`src/hdl/jafp_pkg.sv`:
```
// Types, constants and tables of the joint angle block.
package jafp_pkg;

  localparam int CW    = 16;  // coordinate width
  localparam int VW    = 16;  // visibility width
  localparam int AW    = 17;  // arm component width
  localparam int PW    = 34;  // product width
  localparam int SW    = 35;  // dot / cross / length width
  localparam int LIMW  = 30;  // squared arm limit width
  localparam int NW    = 40;  // normalized vector width
  localparam int XW    = 43;  // CORDIC x / y width
  localparam int ZW    = 25;  // CORDIC angle width, 2^-16 degree
  localparam int ANGW  = 15;
  localparam int TAGW  = 3;
  localparam int CFG_IW = 2;
  localparam int CFG_DW = 16;
  localparam int ARMW  = 15;

  localparam logic [CFG_IW-1:0] CFG_MIN_VIS = 2'd0;
  localparam logic [CFG_IW-1:0] CFG_MIN_ARM = 2'd1;

  localparam logic [VW-1:0]   MIN_VIS_RST = 16'd22938;
  localparam logic [ARMW-1:0] MIN_ARM_RST = 15'd492;

  localparam logic [ANGW-1:0]        ANGLE_MAX_OUT = 15'd23040;
  localparam logic signed [ZW-1:0]   DEG90_FINE    = 25'sd5898240;

  localparam int TABLE_LEN = 24;
  localparam int ATAN_FINE [TABLE_LEN] = '{
    2949120, 1740967, 919879, 466945, 234379, 117304, 58666, 29335,
    14668, 7334, 3667, 1833, 917, 458, 229, 115,
    57, 29, 14, 7, 4, 2, 1, 0
  };

  typedef enum logic [1:0] {
    ST_VALID  = 2'd0,
    ST_UNSEEN = 2'd1,
    ST_SHORT  = 2'd2
  } status_t;

  typedef struct packed {
    logic signed [CW-1:0] end_a_x;
    logic signed [CW-1:0] end_a_y;
    logic signed [CW-1:0] vertex_x;
    logic signed [CW-1:0] vertex_y;
    logic signed [CW-1:0] end_b_x;
    logic signed [CW-1:0] end_b_y;
    logic [VW-1:0]        end_a_visibility;
    logic [VW-1:0]        vertex_visibility;
    logic [VW-1:0]        end_b_visibility;
    logic                 supplement;
    logic [TAGW-1:0]      joint_tag;
  } item_t;

  typedef struct packed {
    logic            supplement;
    logic [TAGW-1:0] tag;
    status_t         status;
  } ctl_t;

  typedef struct packed {
    logic signed [AW-1:0] v1x;
    logic signed [AW-1:0] v1y;
    logic signed [AW-1:0] v2x;
    logic signed [AW-1:0] v2y;
    logic                 vis_ok;
    logic                 supplement;
    logic [TAGW-1:0]      tag;
  } diff_t;

  typedef struct packed {
    logic signed [PW-1:0] sq1x;
    logic signed [PW-1:0] sq1y;
    logic signed [PW-1:0] sq2x;
    logic signed [PW-1:0] sq2y;
    logic signed [PW-1:0] dxx;
    logic signed [PW-1:0] dyy;
    logic signed [PW-1:0] cxy;
    logic signed [PW-1:0] cyx;
    logic                 vis_ok;
    logic                 supplement;
    logic [TAGW-1:0]      tag;
  } prod_t;

  typedef struct packed {
    logic signed [SW-1:0] dot;
    logic signed [SW-1:0] crs;
    ctl_t                 ctl;
  } arm_t;

  typedef struct packed {
    logic [NW-1:0] ux;
    logic [NW-1:0] uy;
    logic [NW-1:0] mx;
    logic          dot_neg;
    logic          crs_zero;
    ctl_t          ctl;
  } nrm_t;

  typedef struct packed {
    logic signed [XW-1:0] x;
    logic signed [XW-1:0] y;
    logic                 dot_neg;
    logic                 crs_zero;
    ctl_t                 ctl;
  } vec_t;

  typedef struct packed {
    logic signed [XW-1:0] x;
    logic signed [XW-1:0] y;
    logic signed [ZW-1:0] z;
    logic                 dot_neg;
    logic                 crs_zero;
    ctl_t                 ctl;
  } rot_t;

  typedef struct packed {
    logic [ANGW-1:0] angle;
    ctl_t            ctl;
  } fin_t;

  typedef struct packed {
    logic [ANGW-1:0] angle;
    status_t         status;
    logic [TAGW-1:0] tag;
  } res_t;

endpackage

```
`src/hdl/jafp_finish.sv`:
```
// Rounding, clamping, special cases, supplement and the output register.
module jafp_finish import jafp_pkg::*; (
  input  logic clk,
  input  logic rst_n,
  input  logic in_valid,
  output logic in_ready,
  input  rot_t in_data,
  output logic out_valid,
  input  logic out_ready,
  output res_t out_data
);

  localparam logic [ZW-1:0] RND_BIAS = ZW'(256);

  fin_t f1_nxt, f1_r;
  res_t f2_nxt, f2_r;
  logic v1_r, v2_r;
  logic rdy1, rdy2;
  logic [ZW-2:0] pos;
  logic [ZW-1:0] rsum;
  logic [15:0]   rnd;

  assign rdy2     = !v2_r || out_ready;
  assign rdy1     = !v1_r || rdy2;
  assign in_ready = rdy1;

  always_comb begin
    pos  = in_data.z[ZW-1] ? '0 : in_data.z[ZW-2:0];
    rsum = {1'b0, pos} + RND_BIAS;
    rnd  = rsum[ZW-1:9];
    if (in_data.crs_zero) begin
      f1_nxt.angle = in_data.dot_neg ? ANGLE_MAX_OUT : '0;
    end else if (rnd > 16'(ANGLE_MAX_OUT)) begin
      f1_nxt.angle = ANGLE_MAX_OUT;
    end else begin
      f1_nxt.angle = rnd[ANGW-1:0];
    end
    f1_nxt.ctl = in_data.ctl;
  end

  always_comb begin
    if (f1_r.ctl.status != ST_VALID) begin
      f2_nxt.angle = '0;
    end else if (f1_r.ctl.supplement) begin
      f2_nxt.angle = ANGLE_MAX_OUT - f1_r.angle;
    end else begin
      f2_nxt.angle = f1_r.angle;
    end
    f2_nxt.status = f1_r.ctl.status;
    f2_nxt.tag    = f1_r.ctl.tag;
  end

  always_ff @(posedge clk) begin
    if (!rst_n) begin
      v1_r <= 1'b0;
      v2_r <= 1'b0;
    end else begin
      if (rdy1) v1_r <= in_valid;
      if (rdy2) v2_r <= v1_r;
    end
  end

  always_ff @(posedge clk) begin
    if (rdy1) f1_r <= f1_nxt;
    if (rdy2) f2_r <= f2_nxt;
  end

  assign out_valid = v2_r;
  assign out_data  = f2_r;

endmodule

```
`config.mk`:
```
export PLATFORM = sky130hd
export DESIGN_NAME = jafp_finish
export DESIGN_NICKNAME = d
export VERILOG_FILES = /design/src/hdl/jafp_pkg.sv /design/src/hdl/jafp_finish.sv
export SDC_FILE = /design/constraint.sdc
export NUM_CORES = 1
export LEC_CHECK = 0
export BUFFER_PORTS_ARGS = -buffer_cell sky130_fd_sc_hd__buf_4
export CAP_MARGIN = 20
export CORE_ASPECT_RATIO = 1.1
export CORE_MARGIN = 2
export CORE_UTILIZATION = 43
export DETAILED_ROUTE_END_ITERATION = 10
export GPL_TIMING_DRIVEN = 0
export PLACE_DENSITY = 0.8
export SLEW_MARGIN = 20
export SYNTH_ARGS = -nofsm -noshare
export SYNTH_HDL_FRONTEND = slang
export SYNTH_SLANG_ARGS = --single-unit
export TNS_END_PERCENT = 20
```
`constraint.sdc`:
```
create_clock -name clk -period 3 [get_ports clk]
set_input_delay 0.6 -clock clk [delete_from_list [all_inputs] [get_ports clk]]
set_output_delay 0.6 -clock clk [all_outputs]
set_load 0.02 [all_outputs]
```
* Word-level counts from Yosys, hierarchy flattened
Cells that the tools add are included.
** Word-level totals
- Register bits :: 43
- Input bits :: 123
** Operators by class
- Add/subtract/negate cells :: 2
- Order comparisons :: 1
- Multiplexer cells :: 5
- Reductions and logical operators :: 5
** Operator list (count)
- two-way mux 15 bit :: 4
- adder 24 x 9 -> 25 bit, second input constant :: 1
- two-way mux 24 bit :: 1
- greater-than comparator 16 x 15 -> 1 bit, second input constant :: 1
- subtractor 15 bit, first input constant :: 1
- zero test 1 bit :: 2
- logical OR 1 bit :: 2
- nonzero test 2 bit :: 1

* Logic depth before layout (Yosys ltp)
- Word-level depth :: 5
- Depth in mapped cells :: 11
- Depth with buffers taken out :: 8

* Least setup slack after synthesis
No wires, ideal clock.
- Kind :: input -> register
- From :: input in_data[32] in the netlist's numbering
- To :: register f1_r[16] in the netlist's numbering (data pin)
- Library setup time :: 0.255 ns
- Arrival :: 2.439 ns
- Required time :: 2.745 ns
- Path slack :: 0.306 ns
- Cell stages on the path :: 10
- Buffers on the path :: 2
- Cells stage by stage :: clkbuf_1 -> clkbuf_1 -> nor2b_1 -> ha_1 -> nand3b_1 -> nor2_2 -> a211o_1 -> a21oi_2 -> nand3_2 -> and3_1
** Between the ends
- Longest elaborated chain between the ends :: 5
** RTL lines
- start: declaration :: line jafp_finish.sv:7 : input rot_t in_data,
- two-way mux 24 bit (*) :: line jafp_finish.sv:28 : pos = in_data.z[ZW-1] ? '0 : in_data.z[ZW-2:0];
- adder 24 x 9 -> 25 bit (*) :: line jafp_finish.sv:29 : rsum = {1'b0, pos} + RND_BIAS;
- greater-than comparator 16 x 15 -> 1 bit :: line jafp_finish.sv:33 : end else if (rnd > 16'(ANGLE_MAX_OUT)) begin
- two-way mux 15 bit (*) :: line jafp_finish.sv:33
- two-way mux 15 bit (*) :: line jafp_finish.sv:31 : if (in_data.crs_zero) begin
- end signal: assignment :: line jafp_finish.sv:64 : if (rdy1) f1_r <= f1_nxt;
- end: declaration :: line jafp_finish.sv:15 : fin_t f1_nxt, f1_r;
Every way passes the cells marked *; elsewhere a longest branch is shown, timed or not.
A chain may end at the register's enable or synchronous reset.

* Worst setup path in the final report
Same ends and word-level chain as after synthesis.

==> impl_metrics.toml <==
[grt]
antenna_found_initial = 0
grt_pass1_wl_um = 6300
grt_usage = 0.139
grt_overflow = 0
grt_pass1_vias = 1432
grt_max_degree = 23

[cells_and_area]
final_area_um2 = 2880
drive_gt1_frac = 0.284
fin_util = 0.545
syn2layout_area_growth_pct = 23.8
antenna_cells = 0
fillers = 497
nets = 392
final_cells = 343

[sta]
min_period_ps = 2750
clock_skew_ps = 6.96
final_max_slew_viol_count = 0
setup_viol = 0
hold_viol = 0
whs_ps = 434
grt_setup_unrepaired = "no"
period_share = 0.916
slew_headroom = 0.457
fmax_ghz = 0.364
tightest_slew_ps = 813
timing.setup.tns_ps = 0

[power_and_ir_drop]
p_clk_frac = 0.255
power.net_switching_mw = 0.310
p_per_area_nw_per_um2 = 444
combPwrFrac = 0.182
ir_drop_mv = 0.184
p_int_mw = 0.970
p_leak_nw = 1.19
power.share.sequential = 0.563
swShare = 0.242

[synthesis]
synthTopCellsByCount = "edfxtp_1, nor2_1, nand2_1"
synthesis.instances = 210
synth_top_area_share = 0.529
syn_area_um2 = 2330
ys_seq_area_frac = 0.546
async_flop_share = 0
ys_seq_elements = 43
synthTopCellsByArea = "edfxtp_1, xor2_1, nor2_1"
synth.most_common_cell = "edfxtp_1"
yosys_warnings = 0
synth-edff-count = 41
synth_cell_types = 41
ys.flop_type = "edfxtp_1"
syn_nets = 335
syn-mean-instance-area_um2 = 11.1
yosysTopAreaCell = "edfxtp_1"

[clocking]
clock_path_buffers = 2
cts_tree = "yes"
h-tree-depth = 2
path_clk_slew_ps = 70
cts_made_buffers = 5
ctsHoldBuffers = 0
cts_setup_buffers = 0
clock_sinks = 43
cts_resized = 0
clk_latency_ps = 290
clockRootBuffer = "clkbuf_8"

[detailed_routing]
drt_first_pass_iters = 4
routed_wl_um = 3610
wl_per_cell_um = 10.5
dr.first_iter.drc_count = 71
viasPerCell = 4.58
drcViolationCount = 0
ant_nets = 0
vias = 1570

[run]
maxCapViolations = 0

[critical_path]
end_kind = "register"
path_class = "in2reg"
crit_required_ps = 3040
startpoint_type = "input port"
crit_fanout = 10
worstPathArrival_ps = 2790

[placed_design]
place_area_um2 = 2800
portBuffers = 50
placed_cells = 335
routabilityCongestion = 0.838
place_hpwl_um = 3000

[floorplanning]
dieArea_um2 = 6020
io_pins = 145
die_x_um = 74.1
dieHeight_um = 81.2
start_util = 0.440
std_cell_rows = 28
core-area_um2 = 5290

[run_status]
outcome = "complete, no violations"

[worst_hold_path]
min_path_type = "reg2reg"
registers in the layout, summed over array words and instances (netlist names):
signal	count
f1_r	21
out_data	20
out_valid	1
v1_r	1
final cells by class:
cell class              instances  area [um^2]  area share
plain buffers                   6         31.3      0.0109
clock buffers                   5         68.8      0.0239
clock inverters                 3         15.0     0.00521
inverters                       9         33.8      0.0117
multi-input cells             152          992       0.344
flip-flops and latches         43         1270       0.441
well taps                      75         93.8      0.0326
repair buffers                 50          375       0.130
cell families (layout without fill, tap and decap cells):
family | Yosys count | in the layout | synth area share
AOI/OAI and AO/OA | 24 | 24 | 0.0694
adders and majority gates | 2 | 2 | 0.0108
muxes | 3 | 3 | 0.0134
xor gates and xnor gates | 24 | 24 | 0.0903
buffers and inverters | 15 | 73 | 0.0274
DFF | 43 | 43 | 0.546
and+or+nand+nor | 99 | 99 | 0.242
metrics by stage:
stage               power, mW  setup slack (ps)
floorplan               0.874               306
global placement        0.962              -174
detailed placement      0.969              -199
CTS                      1.30               112
global route             1.35              70.4
finish                   1.28               251
cell usage in the layout, fill, tap and decap left out, types with 7 or more instances in the layout:
| cell type | netlist | routed |
|---|---|---|
| buf_4 | 0 | 50 |
| edfxtp_1 | 41 | 41 |
| nor2_1 | 26 | 26 |
| nand2_1 | 16 | 16 |
| xor2_1 | 13 | 13 |
| xnor2_1 | 11 | 11 |
| and3_1 | 11 | 11 |
| nor2b_1 | 9 | 9 |
| inv_1 | 9 | 9 |
| a21oi_1 | 7 | 7 |
power by group through the flow:
| stage | sequential, mW | combinational [mW] | clock [mW] |
|---|---|---|---|
| 4_1_cts | 0.721 | 0.235 | 0.341 |
| 6_report | 0.720 | 0.233 | 0.327 |
| 3_5_place_dp | 0.734 | 0.235 | 0 |
| 2_1_floorplan | 0.762 | 0.112 | 0 |
| 5_1_grt | 0.725 | 0.259 | 0.366 |
| 3_3_place_gp | 0.733 | 0.229 | 0 |
layer usage:
layer	up-vias	routed length, um	global-route usage
met5	-	0	0
met2	53	1760	0.234
met4	0	47	0.0636
li1	856	-	-
met1	656	1620	0.165
met3	5	184	0.0347
worst max-delay path, cell delays in order:
cell	delay, ps
buf_4	100
clkbuf_1	300
clkbuf_2	290
nor2b_1	70
ha_1	230
nand3b_1	200
nor2_2	120
a211o_1	320
a21oi_2	170
nand3_2	170
and3_1	220
worst paths after layout:
path / startpoint / slack (ps) / cells after the start / end
worst max register to register: f1_r[9] / 1090 / 6 / out_data[16]
worst max-delay path: in_data[32] / 250 / 11 / f1_r[16]
worst min-delay path: f1_r[4] / 430 / 0 / out_data[2]
worst min register to register: f1_r[4] / 430 / 0 / out_data[2]
No activity file was read; power rests on OpenSTA's default activity.
