File: src/hdl/jafp_pkg.sv
// Types, constants and tables of the joint angle block.
package jafp_pkg;

  localparam int CW    = 16;  // coordinate width
  localparam int VW    = 16;  // visibility width
  localparam int AW    = 17;  // arm component width
  localparam int PW    = 34;  // product width
  localparam int SW    = 35;  // dot / cross / length width
  localparam int LIMW  = 30;  // squared arm limit width
  localparam int NW    = 40;  // normalized vector width
  localparam int XW    = 43;  // CORDIC x / y width
  localparam int ZW    = 25;  // CORDIC angle width, 2^-16 degree
  localparam int ANGW  = 15;
  localparam int TAGW  = 3;
  localparam int CFG_IW = 2;
  localparam int CFG_DW = 16;
  localparam int ARMW  = 15;

  localparam logic [CFG_IW-1:0] CFG_MIN_VIS = 2'd0;
  localparam logic [CFG_IW-1:0] CFG_MIN_ARM = 2'd1;

  localparam logic [VW-1:0]   MIN_VIS_RST = 16'd22938;
  localparam logic [ARMW-1:0] MIN_ARM_RST = 15'd492;

  localparam logic [ANGW-1:0]        ANGLE_MAX_OUT = 15'd23040;
  localparam logic signed [ZW-1:0]   DEG90_FINE    = 25'sd5898240;

  localparam int TABLE_LEN = 24;
  localparam int ATAN_FINE [TABLE_LEN] = '{
    2949120, 1740967, 919879, 466945, 234379, 117304, 58666, 29335,
    14668, 7334, 3667, 1833, 917, 458, 229, 115,
    57, 29, 14, 7, 4, 2, 1, 0
  };

  typedef enum logic [1:0] {
    ST_VALID  = 2'd0,
    ST_UNSEEN = 2'd1,
    ST_SHORT  = 2'd2
  } status_t;

  typedef struct packed {
    logic signed [CW-1:0] end_a_x;
    logic signed [CW-1:0] end_a_y;
    logic signed [CW-1:0] vertex_x;
    logic signed [CW-1:0] vertex_y;
    logic signed [CW-1:0] end_b_x;
    logic signed [CW-1:0] end_b_y;
    logic [VW-1:0]        end_a_visibility;
    logic [VW-1:0]        vertex_visibility;
    logic [VW-1:0]        end_b_visibility;
    logic                 supplement;
    logic [TAGW-1:0]      joint_tag;
  } item_t;

  typedef struct packed {
    logic            supplement;
    logic [TAGW-1:0] tag;
    status_t         status;
  } ctl_t;

  typedef struct packed {
    logic signed [AW-1:0] v1x;
    logic signed [AW-1:0] v1y;
    logic signed [AW-1:0] v2x;
    logic signed [AW-1:0] v2y;
    logic                 vis_ok;
    logic                 supplement;
    logic [TAGW-1:0]      tag;
  } diff_t;

  typedef struct packed {
    logic signed [PW-1:0] sq1x;
    logic signed [PW-1:0] sq1y;
    logic signed [PW-1:0] sq2x;
    logic signed [PW-1:0] sq2y;
    logic signed [PW-1:0] dxx;
    logic signed [PW-1:0] dyy;
    logic signed [PW-1:0] cxy;
    logic signed [PW-1:0] cyx;
    logic                 vis_ok;
    logic                 supplement;
    logic [TAGW-1:0]      tag;
  } prod_t;

  typedef struct packed {
    logic signed [SW-1:0] dot;
    logic signed [SW-1:0] crs;
    ctl_t                 ctl;
  } arm_t;

  typedef struct packed {
    logic [NW-1:0] ux;
    logic [NW-1:0] uy;
    logic [NW-1:0] mx;
    logic          dot_neg;
    logic          crs_zero;
    ctl_t          ctl;
  } nrm_t;

  typedef struct packed {
    logic signed [XW-1:0] x;
    logic signed [XW-1:0] y;
    logic                 dot_neg;
    logic                 crs_zero;
    ctl_t                 ctl;
  } vec_t;

  typedef struct packed {
    logic signed [XW-1:0] x;
    logic signed [XW-1:0] y;
    logic signed [ZW-1:0] z;
    logic                 dot_neg;
    logic                 crs_zero;
    ctl_t                 ctl;
  } rot_t;

  typedef struct packed {
    logic [ANGW-1:0] angle;
    ctl_t            ctl;
  } fin_t;

  typedef struct packed {
    logic [ANGW-1:0] angle;
    status_t         status;
    logic [TAGW-1:0] tag;
  } res_t;

endpackage

File: src/hdl/jafp_norm.sv
// Quadrant pre-rotation and normalizing shift of the (dot, cross) vector.
module jafp_norm import jafp_pkg::*; (
  input  logic clk,
  input  logic rst_n,
  input  logic in_valid,
  output logic in_ready,
  input  arm_t in_data,
  output logic out_valid,
  input  logic out_ready,
  output vec_t out_data
);

  nrm_t sa_nxt, sa_r, sb_nxt, sb_r, sc;
  vec_t sc_nxt, sc_r;
  logic va_r, vb_r, vc_r;
  logic rdya, rdyb, rdyc;
  logic signed [SW-1:0] cabs, dneg, dabs;

  assign rdyc     = !vc_r || out_ready;
  assign rdyb     = !vb_r || rdyc;
  assign rdya     = !va_r || rdyb;
  assign in_ready = rdya;

  always_comb begin
    cabs = in_data.crs[SW-1] ? -in_data.crs : in_data.crs;
    dneg = -in_data.dot;
    dabs = in_data.dot[SW-1] ? dneg : in_data.dot;
    sa_nxt.dot_neg  = in_data.dot[SW-1];
    sa_nxt.crs_zero = (in_data.crs == '0);
    sa_nxt.ux  = in_data.dot[SW-1] ? NW'($unsigned(cabs)) : NW'($unsigned(in_data.dot));
    sa_nxt.uy  = in_data.dot[SW-1] ? NW'($unsigned(dneg)) : NW'($unsigned(cabs));
    sa_nxt.mx  = (cabs > dabs) ? NW'($unsigned(cabs)) : NW'($unsigned(dabs));
    sa_nxt.ctl = in_data.ctl;
  end

  always_comb begin
    sb_nxt = sa_r;
    if (sb_nxt.mx[NW-1:NW-32] == '0) begin
      sb_nxt.mx = sb_nxt.mx << 32;
      sb_nxt.ux = sb_nxt.ux << 32;
      sb_nxt.uy = sb_nxt.uy << 32;
    end
    if (sb_nxt.mx[NW-1:NW-16] == '0) begin
      sb_nxt.mx = sb_nxt.mx << 16;
      sb_nxt.ux = sb_nxt.ux << 16;
      sb_nxt.uy = sb_nxt.uy << 16;
    end
  end

  always_comb begin
    sc = sb_r;
    if (sc.mx[NW-1:NW-8] == '0) begin
      sc.mx = sc.mx << 8;
      sc.ux = sc.ux << 8;
      sc.uy = sc.uy << 8;
    end
    if (sc.mx[NW-1:NW-4] == '0) begin
      sc.mx = sc.mx << 4;
      sc.ux = sc.ux << 4;
      sc.uy = sc.uy << 4;
    end
    if (sc.mx[NW-1:NW-2] == '0) begin
      sc.mx = sc.mx << 2;
      sc.ux = sc.ux << 2;
      sc.uy = sc.uy << 2;
    end
    if (!sc.mx[NW-1]) begin
      sc.mx = sc.mx << 1;
      sc.ux = sc.ux << 1;
      sc.uy = sc.uy << 1;
    end
    sc_nxt.x        = XW'($signed({1'b0, sc.ux}));
    sc_nxt.y        = XW'($signed({1'b0, sc.uy}));
    sc_nxt.dot_neg  = sc.dot_neg;
    sc_nxt.crs_zero = sc.crs_zero;
    sc_nxt.ctl      = sc.ctl;
  end

  always_ff @(posedge clk) begin
    if (!rst_n) begin
      va_r <= 1'b0;
      vb_r <= 1'b0;
      vc_r <= 1'b0;
    end else begin
      if (rdya) va_r <= in_valid;
      if (rdyb) vb_r <= va_r;
      if (rdyc) vc_r <= vb_r;
    end
  end

  always_ff @(posedge clk) begin
    if (rdya) sa_r <= sa_nxt;
    if (rdyb) sb_r <= sb_nxt;
    if (rdyc) sc_r <= sc_nxt;
  end

  assign out_valid = vc_r;
  assign out_data  = sc_r;

endmodule

File: config.mk
export PLATFORM = sky130hd
export DESIGN_NAME = jafp_norm
export DESIGN_NICKNAME = d
export VERILOG_FILES = /design/src/hdl/jafp_pkg.sv /design/src/hdl/jafp_norm.sv
export SDC_FILE = /design/constraint.sdc
export NUM_CORES = 1
export LEC_CHECK = 0
export BUFFER_PORTS_ARGS = -buffer_cell sky130_fd_sc_hd__buf_2
export CAP_MARGIN = 10
export CORE_ASPECT_RATIO = 0.5
export CORE_UTILIZATION = 54
export CTS_CLUSTER_DIAMETER = 30
export DETAILED_ROUTE_END_ITERATION = 10
export PLACE_DENSITY = 0.8
export SETUP_SLACK_MARGIN = 0.05
export SLEW_MARGIN = 5
export SYNTH_ARGS = -nofsm -noshare
export SYNTH_HDL_FRONTEND = slang
export SYNTH_SLANG_ARGS = --single-unit
export TNS_END_PERCENT = 20
File: constraint.sdc
create_clock -name clk -period 4.4 [get_ports clk]
set_input_delay 0.44 -clock clk [delete_from_list [all_inputs] [get_ports clk]]
set_output_delay 0.44 -clock clk [all_outputs]
set_load 0.01 [all_outputs]
* Word level (Yosys, flattened, before mapping)
Cells that the tools add are included. Widths: inputs -> output; s select.
Word-level totals: bits in registers 347, input port bits 80, logic and storage cells 58
Operators by class: $add $sub $neg 2, magnitude comparators 1, mux-type cells 11, reduce and logical (&&, ||, !) cells 12
Operator list (count):
- $mux 120 | 6
- $mux 35 | 4
- $neg 35->35 | 2
- $gt 35x35->1 | 1
- $logic_not 35->1 | 1
- $mux 34 | 1
- $logic_not 32->1 | 1
- $logic_not 16->1 | 1
- $logic_not 8->1 | 1
- $logic_not 4->1 | 1
- $logic_not 1->1 | 3
- $logic_or 1x1->1 | 3
- $logic_not 2->1 | 1

* Depth between registers and ports, before layout
word-level depth 7, gate-level depth with buffers 18, depth with buffers taken out 16

* Worst setup path before layout
Ideal clock, no wire load.
path kind input -> register, start input port in_data[26] (netlist bit), end register sa_r[12] (netlist bit) (data pin), library setup time 0.279 ns, data arrival time 4.454 ns, setup slack -0.333 ns, cell stages on the path 16, cell sequence or4_1 -> or3_1 -> nor4b_2 -> nand3_1 -> o41ai_2 -> xor2_1 -> inv_1 -> ha_1 -> nand4_1 -> nor3_1 -> nor4b_1 -> a21oi_1 -> mux2i_1 -> buf_2 -> buf_1 -> mux2i_1
RTL lines:
- start: declaration | line jafp_norm.sv:7 | input arm_t in_data,
- end signal: assignment | line jafp_norm.sv:92 | if (rdya) sa_r <= sa_nxt;
- end: declaration | line jafp_norm.sv:13 | nrm_t sa_nxt, sa_r, sb_nxt, sb_r, sc;

==> impl_metrics.py <==
metrics = {
    "logic_synthesis": {
        "synth_edf_count": 304,
        "syn_inst": 1635,
        "yosys-top-cells-count": "edfxtp_1 (304), nand2_1 (213), mux2i_1 (165), a21oi_1 (121), o21ai_0 (91)",
        "synth_top_area_cell": "edfxtp_1",
        "ys_seq_area_share_pct": 52.1,
        "yosys.area.top_type_share_pct": 51.7,
        "ys_ff_latch": 307,
        "synth.avg_cell_area_um2": 10.8,
        "synth-main-ff-cell": "edfxtp_1",
        "synth_area_leaders": "edfxtp_1 (52%), mux2i_1 (9.4%), nand2_1 (4.5%), xor2_1 (3.6%), a21oi_1 (3.4%)",
        "netlist_area_um2": 17600,
        "yosysMostFrequentCell": "edfxtp_1",
        "async_flop_share_pct": 0,
        "yosysUniqueCellTypes": 63,
        "yosys_warnings": 0,
    },
    "drt": {
        "drc": 0,
        "dr.pass1.iters": 6,
        "wl_per_cell_um": 21.1,
        "vias": 14400,
        "viasPerCell": 6.05,
        "totalWireLength_mm": 50.2,
        "dr.first_iter.drc_count": 2008,
        "ant_nets": 0,
    },
    "placement": {
        "dp_slack_ns": -0.385,
        "port-buffer-count": 169,
        "gp_congestion": 0.968,
        "place_hpwl_mm": 36.2,
        "dp_cells": 2296,
    },
    "setup_path": {
        "worst_setup_path_start_kind": "primary input",
        "crit_path_start": "in_data[58]",
        "reg2regPathDepth": 7,
        "end_kind": "flop",
        "cp_max_fo": 8,
        "rr_endpoint": "out_data[32]",
        "cp.required_ns": 4.78,
        "critPathKind": "in -> reg",
        "arrival_ns": 4.63,
        "worstPathCellList": "buf_2 > or4_4 > or3_4 > or4_1 > nor3_2 > nand2b_1 > xor2_2 > ha_1 > a21oi_1 > o21ai_0 > a221oi_1 > o211ai_1 > a21oi_1 > buf_4 > mux2i_4 > buf_12 > clkbuf_16 > mux2i_1",
        "crit_family": "simple AND/OR/NAND/NOR gates",
        "critical_path_buf_inv_count": 4,
        "r2r-start": "sb_r[41]",
        "slowest_stage": "or4_1",
        "cp_common_cell": "a21oi_1",
        "crit_path_max_incr_delay_ns": 0.60,
        "r2r_setup_slack_ns": 0.58,
    },
    "floorplanning": {
        "core.rowCount": 46,
        "coreArea_um2": 31900,
        "fp.dieH_um": 130,
        "die_area_um2": 33400,
        "io_pins": 176,
        "die_x_um": 258,
        "start_util_pct": 55.3,
    },
    "timing": {
        "slew_violations": 0,
        "fmax_mhz": 235,
        "timing.slew.headroom_pct": 21.7,
        "finClkSkew_ns": 0.0246,
        "holdWs_ns": 0.0731,
        "finalSetupViolCount": 0,
        "timing.final.crit_share_pct": 96.5,
        "final-hold-violation-count": 0,
        "min_period_ns": 4.25,
        "worstMarginPinSlew_ns": 1.17,
        "rsz0062_at_grt": "false",
        "fin_ws_ns": 0.152,
    },
    "cts": {
        "clock_path_buffers": 3,
        "clkLatencyLatePin_ns": 0.54,
        "clock_sinks": 307,
        "htreeDepth": 2,
        "cts_root_buf": "clkbuf_16",
        "clkTransAtPathRegs_ns": 0.07,
        "cts_tree": "yes",
        "cts_buffers": 40,
    },
    "cells_and_area": {
        "nNetsFinal": 2027,
        "fill_cells": 2359,
        "area_delta_synth_final_pct": 21.7,
        "fin_cells": 2374,
        "drive_gt1_share_pct": 23.8,
    },
    "min_path": {
        "hold_path.class": "in -> reg",
        "holdPathStages": 1,
        "min_from": "in_data[4]",
        "hold-path-endpoint": "sa_r[4]",
    },
    "power": {
        "p_per_area_nw_per_um2": 520,
        "leakage_nw": 9.24,
        "power_w": 0.0112,
        "ir_drop_mv": 0.262,
    },
    "global_routing": {
        "antenna_found_initial": 3,
        "grt_max_degree": 89,
        "grt_pass1_vias": 13000,
        "grt_pass1_wl_mm": 74.6,
        "grt_overflow": 0,
        "track_usage_pct": 29.0,
    },
    "run_status": {
        "status": "complete, no violations",
    },
    "flow_run": {
        "drv_cap": 0,
    },
}
-- worst max path at each step --
stage	depth (start not counted)	end
floorplan	17	sa_r[40]
finish	18	sa_r[42]
global route	18	sa_r[36]
detailed placement	18	sa_r[9]
global placement	18	sa_r[12]
CTS	18	sa_r[9]
-- registers in the layout (all words and copies together), names as in the netlist --
signal / flops
out_data: 88
vb_r: 1
va_r: 1
sb_r: 103
out_valid: 1
sa_r: 113
-- logic make-up after synthesis --
logic type | after synthesis | synth area share, %
and+or+nand+nor | 519 | 14.3
AOI/OAI and AO/OA | 342 | 12.2
DFF | 307 | 52.1
muxes | 184 | 10.6
buffers and inverters | 154 | 3.69
xor gates and xnor gates | 91 | 4.52
adders and majority gates | 37 | 2.62
other | 1 | 0.0213
-- layer usage --
metal	track usage, %	routed length (µm)
met1	43.0	21800
met2	43.5	21200
met3	5.30	5640
met4	8.42	1490
met5	0	11
-- worst register-to-register path: cells and delay by family (launching register included) --
kind	cells	cell delay [ns]
flops	1	0.46
compound gates	1	0.31
mux	2	0.56
buf+inv	1	0.60
simple gates	3	1.60
-- placed cells by master, fill, tap and decap left out, types with 10 or more instances in the layout --
master,n
a211oi_1,17
a21o_1,12
a21oi_1,121
a221o_1,10
a22o_1,38
and2_1,37
and3_1,47
buf_2,168
buf_4,164
clkbuf_16,42
edfxtp_1,304
ha_1,37
inv_1,43
mux2_2,19
mux2i_1,163
nand2_1,212
nand3_1,42
nor2_1,76
nor3_1,10
nor4_1,19
o21ai_0,89
o31ai_1,11
or3_1,12
or4_1,15
xnor2_1,18
xor2_1,72
-- cell type report --
class                   count  area, µm²  share of cell area [%]
flip-flops and latches    307       9190                    42.8
multi-input cells        1179       8010                    37.3
repair buffers            338       2190                    10.2
clock buffers              43       1010                    4.71
well taps                 432        541                    2.52
clock inverters            29        359                    1.67
inverters                  44        166                   0.775
diodes                      2       5.00                  0.0233
-- power by group --
group          total, W  internal, W  switching [W]
combinational   0.00351      0.00148        0.00204
sequential      0.00432      0.00400       0.000324
clock           0.00334      0.00197        0.00136
total            0.0112      0.00745        0.00372
-- through the flow --
step,setup TNS (ns),instance area (µm²),utilization (%)
3_5_place_dp,-12.19,19900,62.5
6_report,0,21500,67.3
3_3_place_gp,-9.30,19900,62.5
2_1_floorplan,-1.00,17700,-
5_1_grt,0,21500,67.3
4_1_cts,0,21300,66.8
-- what timing repair did --
action	4_1_cts	5_1_grt
buffers inserted	0	1
setup endpoints to repair	0	33
resized for setup	0	17
hold buffers	0	0
Note: power is estimated with default switching activity, not from simulation.
